$ cat src/design/ggc_pkg.sv
package ggc_pkg;

    localparam int CORDIC_ITERS_DEF = 14;
    localparam int TAB_LEN          = 24;
    localparam int TAB_IDX_W        = 5;

    localparam int CFG_IDX_W  = 3;
    localparam int CFG_DATA_W = 16;

    localparam logic [CFG_IDX_W-1:0] REG_HEADING_GAIN  = 3'd0;
    localparam logic [CFG_IDX_W-1:0] REG_SPEED_GAIN    = 3'd1;
    localparam logic [CFG_IDX_W-1:0] REG_SPEED_LIMIT   = 3'd2;
    localparam logic [CFG_IDX_W-1:0] REG_ARRIVE_RADIUS = 3'd3;
    localparam logic [CFG_IDX_W-1:0] REG_DRIVE_WINDOW  = 3'd4;

    localparam logic [15:0] HEADING_GAIN_RST  = 16'd6144;
    localparam logic [15:0] SPEED_GAIN_RST    = 16'd2048;
    localparam logic [15:0] SPEED_LIMIT_RST   = 16'd256;
    localparam logic [15:0] ARRIVE_RADIUS_RST = 16'd128;
    localparam logic [14:0] DRIVE_WINDOW_RST  = 15'd2458;

    localparam logic signed [19:0] PI_Q13     = 20'sd25736;
    localparam logic signed [19:0] TWO_PI_Q13 = 20'sd51472;
    localparam logic signed [34:0] PI_Q30     = 35'sd3373259426;

    typedef struct packed {
        logic load;
        logic mark_step;
        logic set_stop;
        logic cordic_init;
        logic cordic_step;
        logic round_err;
        logic wrap_err;
        logic mult;
        logic finish;
        logic out_load;
    } t_dp_cmd;

    typedef struct packed {
        logic finished;
        logic dup_step;
        logic stop_cond;
        logic iter_last;
        logic err_high;
        logic err_low;
    } t_dp_stat;

    function automatic logic [29:0] atan_tab(input logic [TAB_IDX_W-1:0] idx);
        logic [29:0] v;
        case (idx)
            5'd0:    v = 30'h3243F6A8;
            5'd1:    v = 30'h1DAC6705;
            5'd2:    v = 30'h0FADBAFC;
            5'd3:    v = 30'h07F56EA6;
            5'd4:    v = 30'h03FEAB76;
            5'd5:    v = 30'h01FFD55B;
            5'd6:    v = 30'h00FFFAAA;
            5'd7:    v = 30'h007FFF55;
            5'd8:    v = 30'h003FFFEA;
            5'd9:    v = 30'h001FFFFD;
            5'd10:   v = 30'h000FFFFF;
            5'd11:   v = 30'h0007FFFF;
            5'd12:   v = 30'h0003FFFF;
            5'd13:   v = 30'h0001FFFF;
            5'd14:   v = 30'h0000FFFF;
            5'd15:   v = 30'h00007FFF;
            5'd16:   v = 30'h00003FFF;
            5'd17:   v = 30'h00001FFF;
            5'd18:   v = 30'h00000FFF;
            5'd19:   v = 30'h000007FF;
            5'd20:   v = 30'h000003FF;
            5'd21:   v = 30'h000001FF;
            5'd22:   v = 30'h000000FF;
            5'd23:   v = 30'h0000007F;
            default: v = 30'h0;
        endcase
        return v;
    endfunction

endpackage

$ cat src/design/ggc_ctrl.sv
module ggc_ctrl (
    input  logic              i_clk,
    input  logic              i_rst_n,
    input  logic              i_in_valid,
    output logic              o_in_ready,
    output logic              o_out_valid,
    input  logic              i_out_ready,
    input  ggc_pkg::t_dp_stat i_stat,
    output ggc_pkg::t_dp_cmd  o_cmd
);
    import ggc_pkg::*;

    localparam logic [3:0] S_IDLE  = 4'd0;
    localparam logic [3:0] S_CHECK = 4'd1;
    localparam logic [3:0] S_INIT  = 4'd2;
    localparam logic [3:0] S_ITER  = 4'd3;
    localparam logic [3:0] S_ROUND = 4'd4;
    localparam logic [3:0] S_WRAP  = 4'd5;
    localparam logic [3:0] S_MUL   = 4'd6;
    localparam logic [3:0] S_FIN   = 4'd7;
    localparam logic [3:0] S_OUT   = 4'd8;

    logic [3:0] r_state, n_state;
    logic       r_out_valid, n_out_valid;

    always_comb begin
        n_state = r_state;
        o_cmd   = '0;
        case (r_state)
            S_IDLE: begin
                if (i_in_valid) begin
                    o_cmd.load = 1'b1;
                    n_state    = S_CHECK;
                end
            end
            S_CHECK: begin
                if (i_stat.finished || i_stat.dup_step) begin
                    n_state = S_IDLE;
                end else begin
                    o_cmd.mark_step = 1'b1;
                    if (i_stat.stop_cond) begin
                        o_cmd.set_stop = 1'b1;
                        n_state        = S_OUT;
                    end else begin
                        n_state = S_INIT;
                    end
                end
            end
            S_INIT: begin
                o_cmd.cordic_init = 1'b1;
                n_state           = S_ITER;
            end
            S_ITER: begin
                o_cmd.cordic_step = 1'b1;
                if (i_stat.iter_last) begin
                    n_state = S_ROUND;
                end
            end
            S_ROUND: begin
                o_cmd.round_err = 1'b1;
                n_state         = S_WRAP;
            end
            S_WRAP: begin
                if (i_stat.err_high || i_stat.err_low) begin
                    o_cmd.wrap_err = 1'b1;
                end else begin
                    n_state = S_MUL;
                end
            end
            S_MUL: begin
                o_cmd.mult = 1'b1;
                n_state    = S_FIN;
            end
            S_FIN: begin
                o_cmd.finish = 1'b1;
                n_state      = S_OUT;
            end
            S_OUT: begin
                if (!r_out_valid || i_out_ready) begin
                    o_cmd.out_load = 1'b1;
                    n_state        = S_IDLE;
                end
            end
            default: begin
                n_state = S_IDLE;
            end
        endcase
    end

    always_comb begin
        n_out_valid = r_out_valid;
        if (o_cmd.out_load) begin
            n_out_valid = 1'b1;
        end else if (i_out_ready) begin
            n_out_valid = 1'b0;
        end
    end

    always_ff @(posedge i_clk) begin
        if (!i_rst_n) begin
            r_state     <= S_IDLE;
            r_out_valid <= 1'b0;
        end else begin
            r_state     <= n_state;
            r_out_valid <= n_out_valid;
        end
    end

    assign o_in_ready  = (r_state == S_IDLE);
    assign o_out_valid = r_out_valid;

endmodule

$ cat src/design/ggc_datapath.sv
module ggc_datapath #(
    parameter int CORDIC_ITERATIONS = ggc_pkg::CORDIC_ITERS_DEF
) (
    input  logic                i_clk,
    input  logic                i_rst_n,
    input  ggc_pkg::t_dp_cmd    i_cmd,
    output ggc_pkg::t_dp_stat   o_stat,
    input  logic [15:0]         i_heading_gain,
    input  logic [15:0]         i_speed_gain,
    input  logic [15:0]         i_speed_limit,
    input  logic [15:0]         i_arrive_radius,
    input  logic [14:0]         i_drive_window,
    input  logic [31:0]         i_step_number,
    input  logic signed [15:0]  i_pos_x,
    input  logic signed [15:0]  i_pos_y,
    input  logic signed [15:0]  i_heading_angle,
    input  logic signed [15:0]  i_target_x,
    input  logic signed [15:0]  i_target_y,
    input  logic [15:0]         i_target_distance,
    input  logic                i_arrived_flag,
    output logic [15:0]         o_linear_cmd,
    output logic signed [15:0]  o_angular_cmd,
    output logic                o_stop_flag
);
    import ggc_pkg::*;

    localparam int ITERS = (CORDIC_ITERATIONS > TAB_LEN) ? TAB_LEN : CORDIC_ITERATIONS;
    localparam int CNT_W = (ITERS > 1) ? $clog2(ITERS) : 1;

    logic [31:0]        r_step;
    logic signed [15:0] r_px, r_py, r_hd, r_tx, r_ty;
    logic [15:0]        r_dist;
    logic               r_arr;

    logic [31:0]        r_prev_step;
    logic               r_prev_valid;
    logic               r_finished;

    logic signed [27:0] r_x, r_y;
    logic signed [34:0] r_z;
    logic [CNT_W-1:0]   r_cnt;
    logic               r_zero;

    logic signed [19:0] r_err;
    logic signed [32:0] r_pa;
    logic [31:0]        r_pl;
    logic               r_drive;

    logic [15:0]        r_res_lin;
    logic signed [15:0] r_res_ang;
    logic               r_res_stop;
    logic [15:0]        r_o_lin;
    logic signed [15:0] r_o_ang;
    logic               r_o_stop;

    logic signed [16:0] w_dx, w_dy;
    logic signed [27:0] w_x0, w_y0;
    logic signed [27:0] w_xs, w_ys;
    logic signed [34:0] w_tab;
    logic [34:0]        w_zabs, w_zsum;
    logic signed [19:0] w_q20, w_brg, w_err;
    logic signed [15:0] w_err16;
    logic [14:0]        w_mag;
    logic [32:0]        w_pabs, w_psum;
    logic signed [18:0] w_aq, w_ang;
    logic signed [15:0] w_ang_sat;
    logic [32:0]        w_lsum;
    logic [20:0]        w_lq;
    logic [15:0]        w_lin;

    assign w_dx = 17'(r_tx) - 17'(r_px);
    assign w_dy = 17'(r_ty) - 17'(r_py);
    assign w_x0 = 28'(w_dx) <<< 8;
    assign w_y0 = 28'(w_dy) <<< 8;

    assign w_xs  = r_x >>> r_cnt;
    assign w_ys  = r_y >>> r_cnt;
    assign w_tab = $signed({5'b00000, atan_tab(TAB_IDX_W'(r_cnt))});

    assign w_zabs = r_z[34] ? 35'(-r_z) : 35'(r_z);
    assign w_zsum = w_zabs + 35'd65536;
    assign w_q20  = $signed({2'b00, w_zsum[34:17]});
    assign w_brg  = r_zero ? 20'sd0 : (r_z[34] ? -w_q20 : w_q20);
    assign w_err  = w_brg - 20'(r_hd);

    assign w_err16 = r_err[15:0];
    assign w_mag   = r_err[19] ? 15'(-r_err) : 15'(r_err);

    assign w_pabs = r_pa[32] ? 33'(-r_pa) : 33'(r_pa);
    assign w_psum = w_pabs + 33'd16384;
    assign w_aq   = $signed({1'b0, w_psum[32:15]});
    assign w_ang  = r_pa[32] ? -w_aq : w_aq;

    always_comb begin
        if (w_ang > 19'sd32767) begin
            w_ang_sat = 16'sd32767;
        end else if (w_ang < -19'sd32768) begin
            w_ang_sat = -16'sd32768;
        end else begin
            w_ang_sat = w_ang[15:0];
        end
    end

    assign w_lsum = {1'b0, r_pl} + 33'd2048;
    assign w_lq   = w_lsum[32:12];

    always_comb begin
        if (!r_drive) begin
            w_lin = 16'd0;
        end else if (w_lq > {5'b00000, i_speed_limit}) begin
            w_lin = i_speed_limit;
        end else begin
            w_lin = w_lq[15:0];
        end
    end

    always_ff @(posedge i_clk) begin
        if (!i_rst_n) begin
            r_prev_step  <= '0;
            r_prev_valid <= 1'b0;
            r_finished   <= 1'b0;
        end else begin
            if (i_cmd.mark_step) begin
                r_prev_step  <= r_step;
                r_prev_valid <= 1'b1;
            end
            if (i_cmd.set_stop) begin
                r_finished <= 1'b1;
            end
        end
    end

    always_ff @(posedge i_clk) begin
        if (i_cmd.load) begin
            r_step <= i_step_number;
            r_px   <= i_pos_x;
            r_py   <= i_pos_y;
            r_hd   <= i_heading_angle;
            r_tx   <= i_target_x;
            r_ty   <= i_target_y;
            r_dist <= i_target_distance;
            r_arr  <= i_arrived_flag;
        end
        if (i_cmd.cordic_init) begin
            r_cnt  <= '0;
            r_zero <= (w_dx == 17'sd0) && (w_dy == 17'sd0);
            if (w_dx < 17'sd0) begin
                r_x <= -w_x0;
                r_y <= -w_y0;
                r_z <= (w_dy >= 17'sd0) ? PI_Q30 : -PI_Q30;
            end else begin
                r_x <= w_x0;
                r_y <= w_y0;
                r_z <= '0;
            end
        end
        if (i_cmd.cordic_step) begin
            r_cnt <= r_cnt + 1'b1;
            if (r_y >= 28'sd0) begin
                r_x <= r_x + w_ys;
                r_y <= r_y - w_xs;
                r_z <= r_z + w_tab;
            end else begin
                r_x <= r_x - w_ys;
                r_y <= r_y + w_xs;
                r_z <= r_z - w_tab;
            end
        end
        if (i_cmd.round_err) begin
            r_err <= w_err;
        end
        if (i_cmd.wrap_err) begin
            if (r_err > PI_Q13) begin
                r_err <= r_err - TWO_PI_Q13;
            end else begin
                r_err <= r_err + TWO_PI_Q13;
            end
        end
        if (i_cmd.mult) begin
            r_pa    <= $signed({1'b0, i_heading_gain}) * 33'(w_err16);
            r_pl    <= i_speed_gain * r_dist;
            r_drive <= (w_mag < i_drive_window);
        end
        if (i_cmd.finish) begin
            r_res_lin  <= w_lin;
            r_res_ang  <= w_ang_sat;
            r_res_stop <= 1'b0;
        end
        if (i_cmd.set_stop) begin
            r_res_lin  <= '0;
            r_res_ang  <= '0;
            r_res_stop <= 1'b1;
        end
        if (i_cmd.out_load) begin
            r_o_lin  <= r_res_lin;
            r_o_ang  <= r_res_ang;
            r_o_stop <= r_res_stop;
        end
    end

    assign o_stat.finished  = r_finished;
    assign o_stat.dup_step  = r_prev_valid && (r_step == r_prev_step);
    assign o_stat.stop_cond = r_arr || (r_dist < i_arrive_radius);
    assign o_stat.iter_last = (r_cnt == CNT_W'(ITERS - 1));
    assign o_stat.err_high  = (r_err > PI_Q13);
    assign o_stat.err_low   = (r_err <= -PI_Q13);

    assign o_linear_cmd  = r_o_lin;
    assign o_angular_cmd = r_o_ang;
    assign o_stop_flag   = r_o_stop;

endmodule

$ cat src/design/go_to_goal_heading_speed_control_core.sv
// Go-to-goal controller: turns a robot pose and goal into speed and turn commands.
// Input beats arrive on the s_axis channel: tdata carries the step number, the
// robot x, y and heading, the goal x and y and the goal distance; tuser carries
// the reached flag. A beat whose step number repeats the last one gives no output.
// A reached goal, or a distance below the arrive radius, gives one zero command
// with tlast set, after which all input beats are consumed silently until reset.
// Output beats leave on m_axis: tdata carries linear and angular commands.
// Each input beat passes through check, init, the CORDIC rotations, error rounding,
// the heading-error wrap check, multiply and finish, then waits for the output
// register; the iterative CORDIC atan2 runs one rotation per cycle. A stop beat goes
// from check straight to the output register, and dropped beats return to idle.
// The block works on one beat at a time; s_axis_tready is high only when idle.
// One output register holds a finished beat, so a new input beat is taken
// while the receiver stalls; its result then waits until the register frees.
// Gains and limits are written through the cfg port; the user must write them
// only while the block is idle, as the block itself does not enforce this.
// Reset is synchronous and active low; it restores the default gains and
// forgets the last step number and the finished state.
module go_to_goal_heading_speed_control_core #(
    parameter int CORDIC_ITERATIONS = ggc_pkg::CORDIC_ITERS_DEF
) (
    input  logic                            i_clk,
    input  logic                            i_rst_n,
    input  logic                            s_axis_tvalid,
    output logic                            s_axis_tready,
    // step_number, pos_x, pos_y, heading_angle, target_x, target_y, target_distance
    input  logic [127:0]                    s_axis_tdata,
    // arrived_flag
    input  logic                            s_axis_tuser,
    output logic                            m_axis_tvalid,
    input  logic                            m_axis_tready,
    // linear_cmd, angular_cmd
    output logic [31:0]                     m_axis_tdata,
    output logic                            m_axis_tlast,
    input  logic                            i_cfg_we,
    input  logic [ggc_pkg::CFG_IDX_W-1:0]   i_cfg_index,
    input  logic [ggc_pkg::CFG_DATA_W-1:0]  i_cfg_data
);
    import ggc_pkg::*;

    logic [15:0] r_heading_gain;
    logic [15:0] r_speed_gain;
    logic [15:0] r_speed_limit;
    logic [15:0] r_arrive_radius;
    logic [14:0] r_drive_window;

    t_dp_cmd            w_cmd;
    t_dp_stat           w_stat;
    logic [15:0]        w_lin;
    logic signed [15:0] w_ang;

    always_ff @(posedge i_clk) begin
        if (!i_rst_n) begin
            r_heading_gain  <= HEADING_GAIN_RST;
            r_speed_gain    <= SPEED_GAIN_RST;
            r_speed_limit   <= SPEED_LIMIT_RST;
            r_arrive_radius <= ARRIVE_RADIUS_RST;
            r_drive_window  <= DRIVE_WINDOW_RST;
        end else if (i_cfg_we) begin
            case (i_cfg_index)
                REG_HEADING_GAIN:  r_heading_gain  <= i_cfg_data;
                REG_SPEED_GAIN:    r_speed_gain    <= i_cfg_data;
                REG_SPEED_LIMIT:   r_speed_limit   <= i_cfg_data;
                REG_ARRIVE_RADIUS: r_arrive_radius <= i_cfg_data;
                REG_DRIVE_WINDOW:  r_drive_window  <= i_cfg_data[14:0];
                default: begin
                end
            endcase
        end
    end

    ggc_ctrl u_ctrl (
        .i_clk       (i_clk),
        .i_rst_n     (i_rst_n),
        .i_in_valid  (s_axis_tvalid),
        .o_in_ready  (s_axis_tready),
        .o_out_valid (m_axis_tvalid),
        .i_out_ready (m_axis_tready),
        .i_stat      (w_stat),
        .o_cmd       (w_cmd)
    );

    ggc_datapath #(
        .CORDIC_ITERATIONS (CORDIC_ITERATIONS)
    ) u_datapath (
        .i_clk             (i_clk),
        .i_rst_n           (i_rst_n),
        .i_cmd             (w_cmd),
        .o_stat            (w_stat),
        .i_heading_gain    (r_heading_gain),
        .i_speed_gain      (r_speed_gain),
        .i_speed_limit     (r_speed_limit),
        .i_arrive_radius   (r_arrive_radius),
        .i_drive_window    (r_drive_window),
        .i_step_number     (s_axis_tdata[31:0]),
        .i_pos_x           ($signed(s_axis_tdata[47:32])),
        .i_pos_y           ($signed(s_axis_tdata[63:48])),
        .i_heading_angle   ($signed(s_axis_tdata[79:64])),
        .i_target_x        ($signed(s_axis_tdata[95:80])),
        .i_target_y        ($signed(s_axis_tdata[111:96])),
        .i_target_distance (s_axis_tdata[127:112]),
        .i_arrived_flag    (s_axis_tuser),
        .o_linear_cmd      (w_lin),
        .o_angular_cmd     (w_ang),
        .o_stop_flag       (m_axis_tlast)
    );

    assign m_axis_tdata = {w_ang, w_lin};

endmodule

$ cat config.mk
export PLATFORM = sky130hd
export DESIGN_NAME = go_to_goal_heading_speed_control_core
export DESIGN_NICKNAME = d
export VERILOG_FILES = /design/src/design/ggc_pkg.sv /design/src/design/ggc_ctrl.sv /design/src/design/ggc_datapath.sv /design/src/design/go_to_goal_heading_speed_control_core.sv
export SDC_FILE = /design/constraint.sdc
export NUM_CORES = 2
export LEC_CHECK = 0
export BUFFER_PORTS_ARGS = -buffer_cell sky130_fd_sc_hd__buf_2
export CAP_MARGIN = 20
export CORE_MARGIN = 5
export CORE_UTILIZATION = 43
export DETAILED_ROUTE_END_ITERATION = 16
export PLACE_DENSITY = 0.66
export SYNTH_ARGS = -nofsm -noshare
export SYNTH_HDL_FRONTEND = slang
export SYNTH_SLANG_ARGS = --single-unit
$ cat constraint.sdc
create_clock -name i_clk -period 9 [get_ports i_clk]
set_input_delay 0.45 -clock i_clk [delete_from_list [all_inputs] [get_ports i_clk]]
set_output_delay 0.45 -clock i_clk [all_outputs]
set_load 0.02 [all_outputs]
==> impl_metrics.json <==
{
  "grt_pass1_vias": 39843,
  "setup_viol": 0,
  "path_max_fanout": 13,
  "status": "completed",
  "grt_overflow": 0,
  "finalCritPeriodShare_pct": 82.21,
  "routedWlPerCell_um": 18.31,
  "synth_seq_area_share_pct": 26.38,
  "drc": 0,
  "yosys_warnings": 0,
  "async_flop_share_pct": 0,
  "port_buffers": 187,
  "clock_power_share_pct": 31.7,
  "start_kind": "flop",
  "slew_viol_final": 0,
  "synth_edf_count": 333,
  "hold_depth": 1,
  "yosys-top-cells-area": "edfxtp_1, fa_1, ha_1",
  "yosysTopAreaCell": "edfxtp_1",
  "p_leak_nw": 24.63,
  "muxShareOfSynthArea_pct": 4.363,
  "maxCapViolations": 0,
  "final_cells": 7468,
  "end_kind": "flop",
  "p_per_area_nw_per_um2": 148.9,
  "worstHoldStart": "s_axis_tdata[116]",
  "netlist_top_cells_count": "nand2_1, inv_1, ha_1",
  "place_area_um2": 54000,
  "required_ns": 9.40,
  "place.gp.congestion": 0.9215,
  "synth_compound_area_share_pct": 12.37,
  "grt_max_degree": 82,
  "max_freq_ghz": 0.1351,
  "hold_violations": 0,
  "synthXorXnorAreaFrac_pct": 7.128,
  "ios": 188,
  "syn_inst": 5615,
  "fin_skew_ns": 0.02886,
  "rows": 127,
  "synth_cell_type_count": 100,
  "reg2reg_to": "u_datapath.r_pa[31]",
  "core_area_um2": 119500,
  "first_iter_violations": 2735,
  "area_growth_pct": 11.43,
  "start_util_pct": 43.15,
  "p_switching_w": 0.002959,
  "synth_fa_ha_area_share_pct": 26.07,
  "layout.nets": 6791,
  "track_usage_pct": 21.35,
  "htreeDepth": 3,
  "cts-root-buf": "clkbuf_16",
  "num_vias": 40163,
  "critPathKind": "reg2reg",
  "drtAntennaViolNets": 0,
  "cts_tree": "done",
  "cts_buffers": 67,
  "antenna_found_initial": 5,
  "tns_ns": 0,
  "rsz0062_at_grt": "false",
  "syn_area_per_cell_um2": 9.182,
  "final_cell_area_um2": 57450,
  "slew_headroom_pct": 27.28,
  "post-dp-hpwl_um": 104200,
  "holdWs_ns": 0.09073,
  "worstMarginPinSlew_ns": 1.077,
  "rr_worst_depth": 21,
  "avgViaCountPerCell": 5.378,
  "netlist_area_um2": 51560,
  "drive_gt1_share_pct": 8.951,
  "sw_frac_of_total_pct": 34.60,
  "cts.sinks": 513,
  "drt-total-wl_um": 136800,
  "dp.cells": 7222,
  "yosys.area_share.simple_pct": 16.86,
  "arrival_ns": 7.80,
  "synthFlopType": "edfxtp_1",
  "cts_setup_buffers": 0,
  "clock_tree.buffer_depth": 3,
  "min_period_ns": 7.399,
  "grt_pass1_wl_um": 217100,
  "hp-class": "in2reg",
  "seq_power_share_pct": 34.9,
  "ctsResizeCount": 0,
  "clkLatencyLatePin_ns": 0.66,
  "rrSetupSlack_ns": 1.60,
  "p_int_w": 0.005592,
  "syn-num-nets": 6606,
  "ys_ff_latch": 513,
  "die_x_um": 356.3,
  "synth_most_common_cell": "nand2_1",
  "dr.pass1.iters": 5,
  "p_comb_share_pct": 33.5,
  "hold-path-endpoint": "u_datapath.r_dist[4]",
  "synth_top_area_share_pct": 19.40,
  "synth_top_family_by_area": "adder cells",
  "path_clk_slew_ns": 0.06,
  "ir_worst_vdd_uv": 178.9,
  "r2r-start": "u_datapath.r_err[15]",
  "die_h_um": 356.3,
  "die-area_um2": 126900
}
registers in the layout, summed over array words and instances, names as in the netlist, 20 cells and up:
name / count
u_datapath.r_y: 28
u_datapath.r_err: 20
u_datapath.r_step: 32
u_datapath.w_tab: 29
u_datapath.r_x: 28
u_datapath.r_z: 35
u_datapath.r_pa: 33
u_datapath.r_pl: 21
u_datapath.r_prev_step: 32
layer usage:
metal	track usage, %	vias to the layer above	share of wire [%]
met3	4.652	235	7.3
li1	-	19302	-
met4	6.466	0	3.2
met1	27.78	19488	43
met2	35.78	1138	47
met5	0	-	0
repair_timing:
action / 4_1_cts / 5_1_grt
hold buffers: 119 / 0
endpoints found under the setup margin: 0 / 0
endpoints found under the hold margin: 119 / 0
critical path, stage by stage (launching register included):
cell and delay (ns):
edfxtp_1 0.71, clkinv_1 0.47, nor2_1 0.26, fa_1 0.45, fa_1 0.51, fa_1 0.52, fa_1 0.52, fa_1 0.54
inv_1 0.05, fa_1 0.53, inv_1 0.04, ha_1 0.36, and2_1 0.20, o21ai_0 0.14, o31a_1 0.24, a21boi_0 0.12
a41o_1 0.27, or4_1 0.42, a41oi_1 0.37, o21ai_0 0.13, a21oi_1 0.19, xnor2_1 0.08
cells by family (layout without fill, tap and decap cells):
family / count (synthesis) / after routing
compound gates: 970 / 970
xor+xnor: 418 / 418
fa+ha+maj: 838 / 838
buf+inv: 926 / 1165
flops: 513 / 513
mux: 153 / 153
other cells: 0 / 2
simple gates: 1797 / 1797
per-stage QoR:
| step | setup WS (ns) | power [W] | util [%] |
|---|---|---|---|
| detailed placement | 1.590 | 0.005835 | 45.19 |
| global route | 1.158 | 0.009086 | 48.07 |
| global placement | 1.711 | 0.005784 | 45.19 |
| floorplan | 2.108 | 0.005066 | - |
| CTS | 1.599 | 0.008625 | 48.06 |
| finish | 1.601 | 0.008551 | 48.08 |
placed cells by master (no fill, tap or decap), drive strengths merged, types with 39 or more instances in the layout:
cell type,instances
nand2,726
inv,696
ha,444
fa,394
edfxtp,333
nor2,281
xnor2,276
and2,261
o21ai,250
buf,235
a21oi,220
dfxtp,180
xor2,141
dlygate4sd3,119
a21boi,114
nor3,93
nand3,92
clkbuf,86
a21o,75
mux2i,65
nand2b,60
or3,59
mux4,54
nor2b,41
o31ai,41
and3,39
area by class of cell:
type,instances,area (µm²)
Sequential cell,513,13600
Multi-Input combinational cell,4176,34510
Antenna cell,2,5.005
Fill cell,11186,62050
Inverter,688,2585
Timing Repair Buffer,354,2490
Tap cell,1612,2017
Clock buffer,86,1861
Clock inverter,37,374.1
worst max path at each step:
stage | start | endpoint | cells after the start
6_report | u_datapath.r_err[15] | u_datapath.r_pa[31] | 21
2_1_floorplan | u_datapath.r_err[9] | u_datapath.r_pa[31] | 25
3_5_place_dp | u_datapath.r_dist[6] | u_datapath.r_pl[31] | 22
4_1_cts | u_datapath.r_err[9] | u_datapath.r_pa[31] | 23
3_3_place_gp | u_datapath.r_dist[6] | u_datapath.r_pl[31] | 22
5_1_grt | u_datapath.r_err[15] | u_datapath.r_pa[31] | 21
power by group through the flow:
stage / Clock, W / Combinational [W] / Sequential (W)
3_3_place_gp: 0 / 0.00276 / 0.00302
5_1_grt: 0.00287 / 0.00322 / 0.00300
6_report: 0.00271 / 0.00286 / 0.00298
4_1_cts: 0.00278 / 0.00287 / 0.00298
2_1_floorplan: 0 / 0.00212 / 0.00294
3_5_place_dp: 0 / 0.00281 / 0.00302
Power figures use the tool's default switching activity.
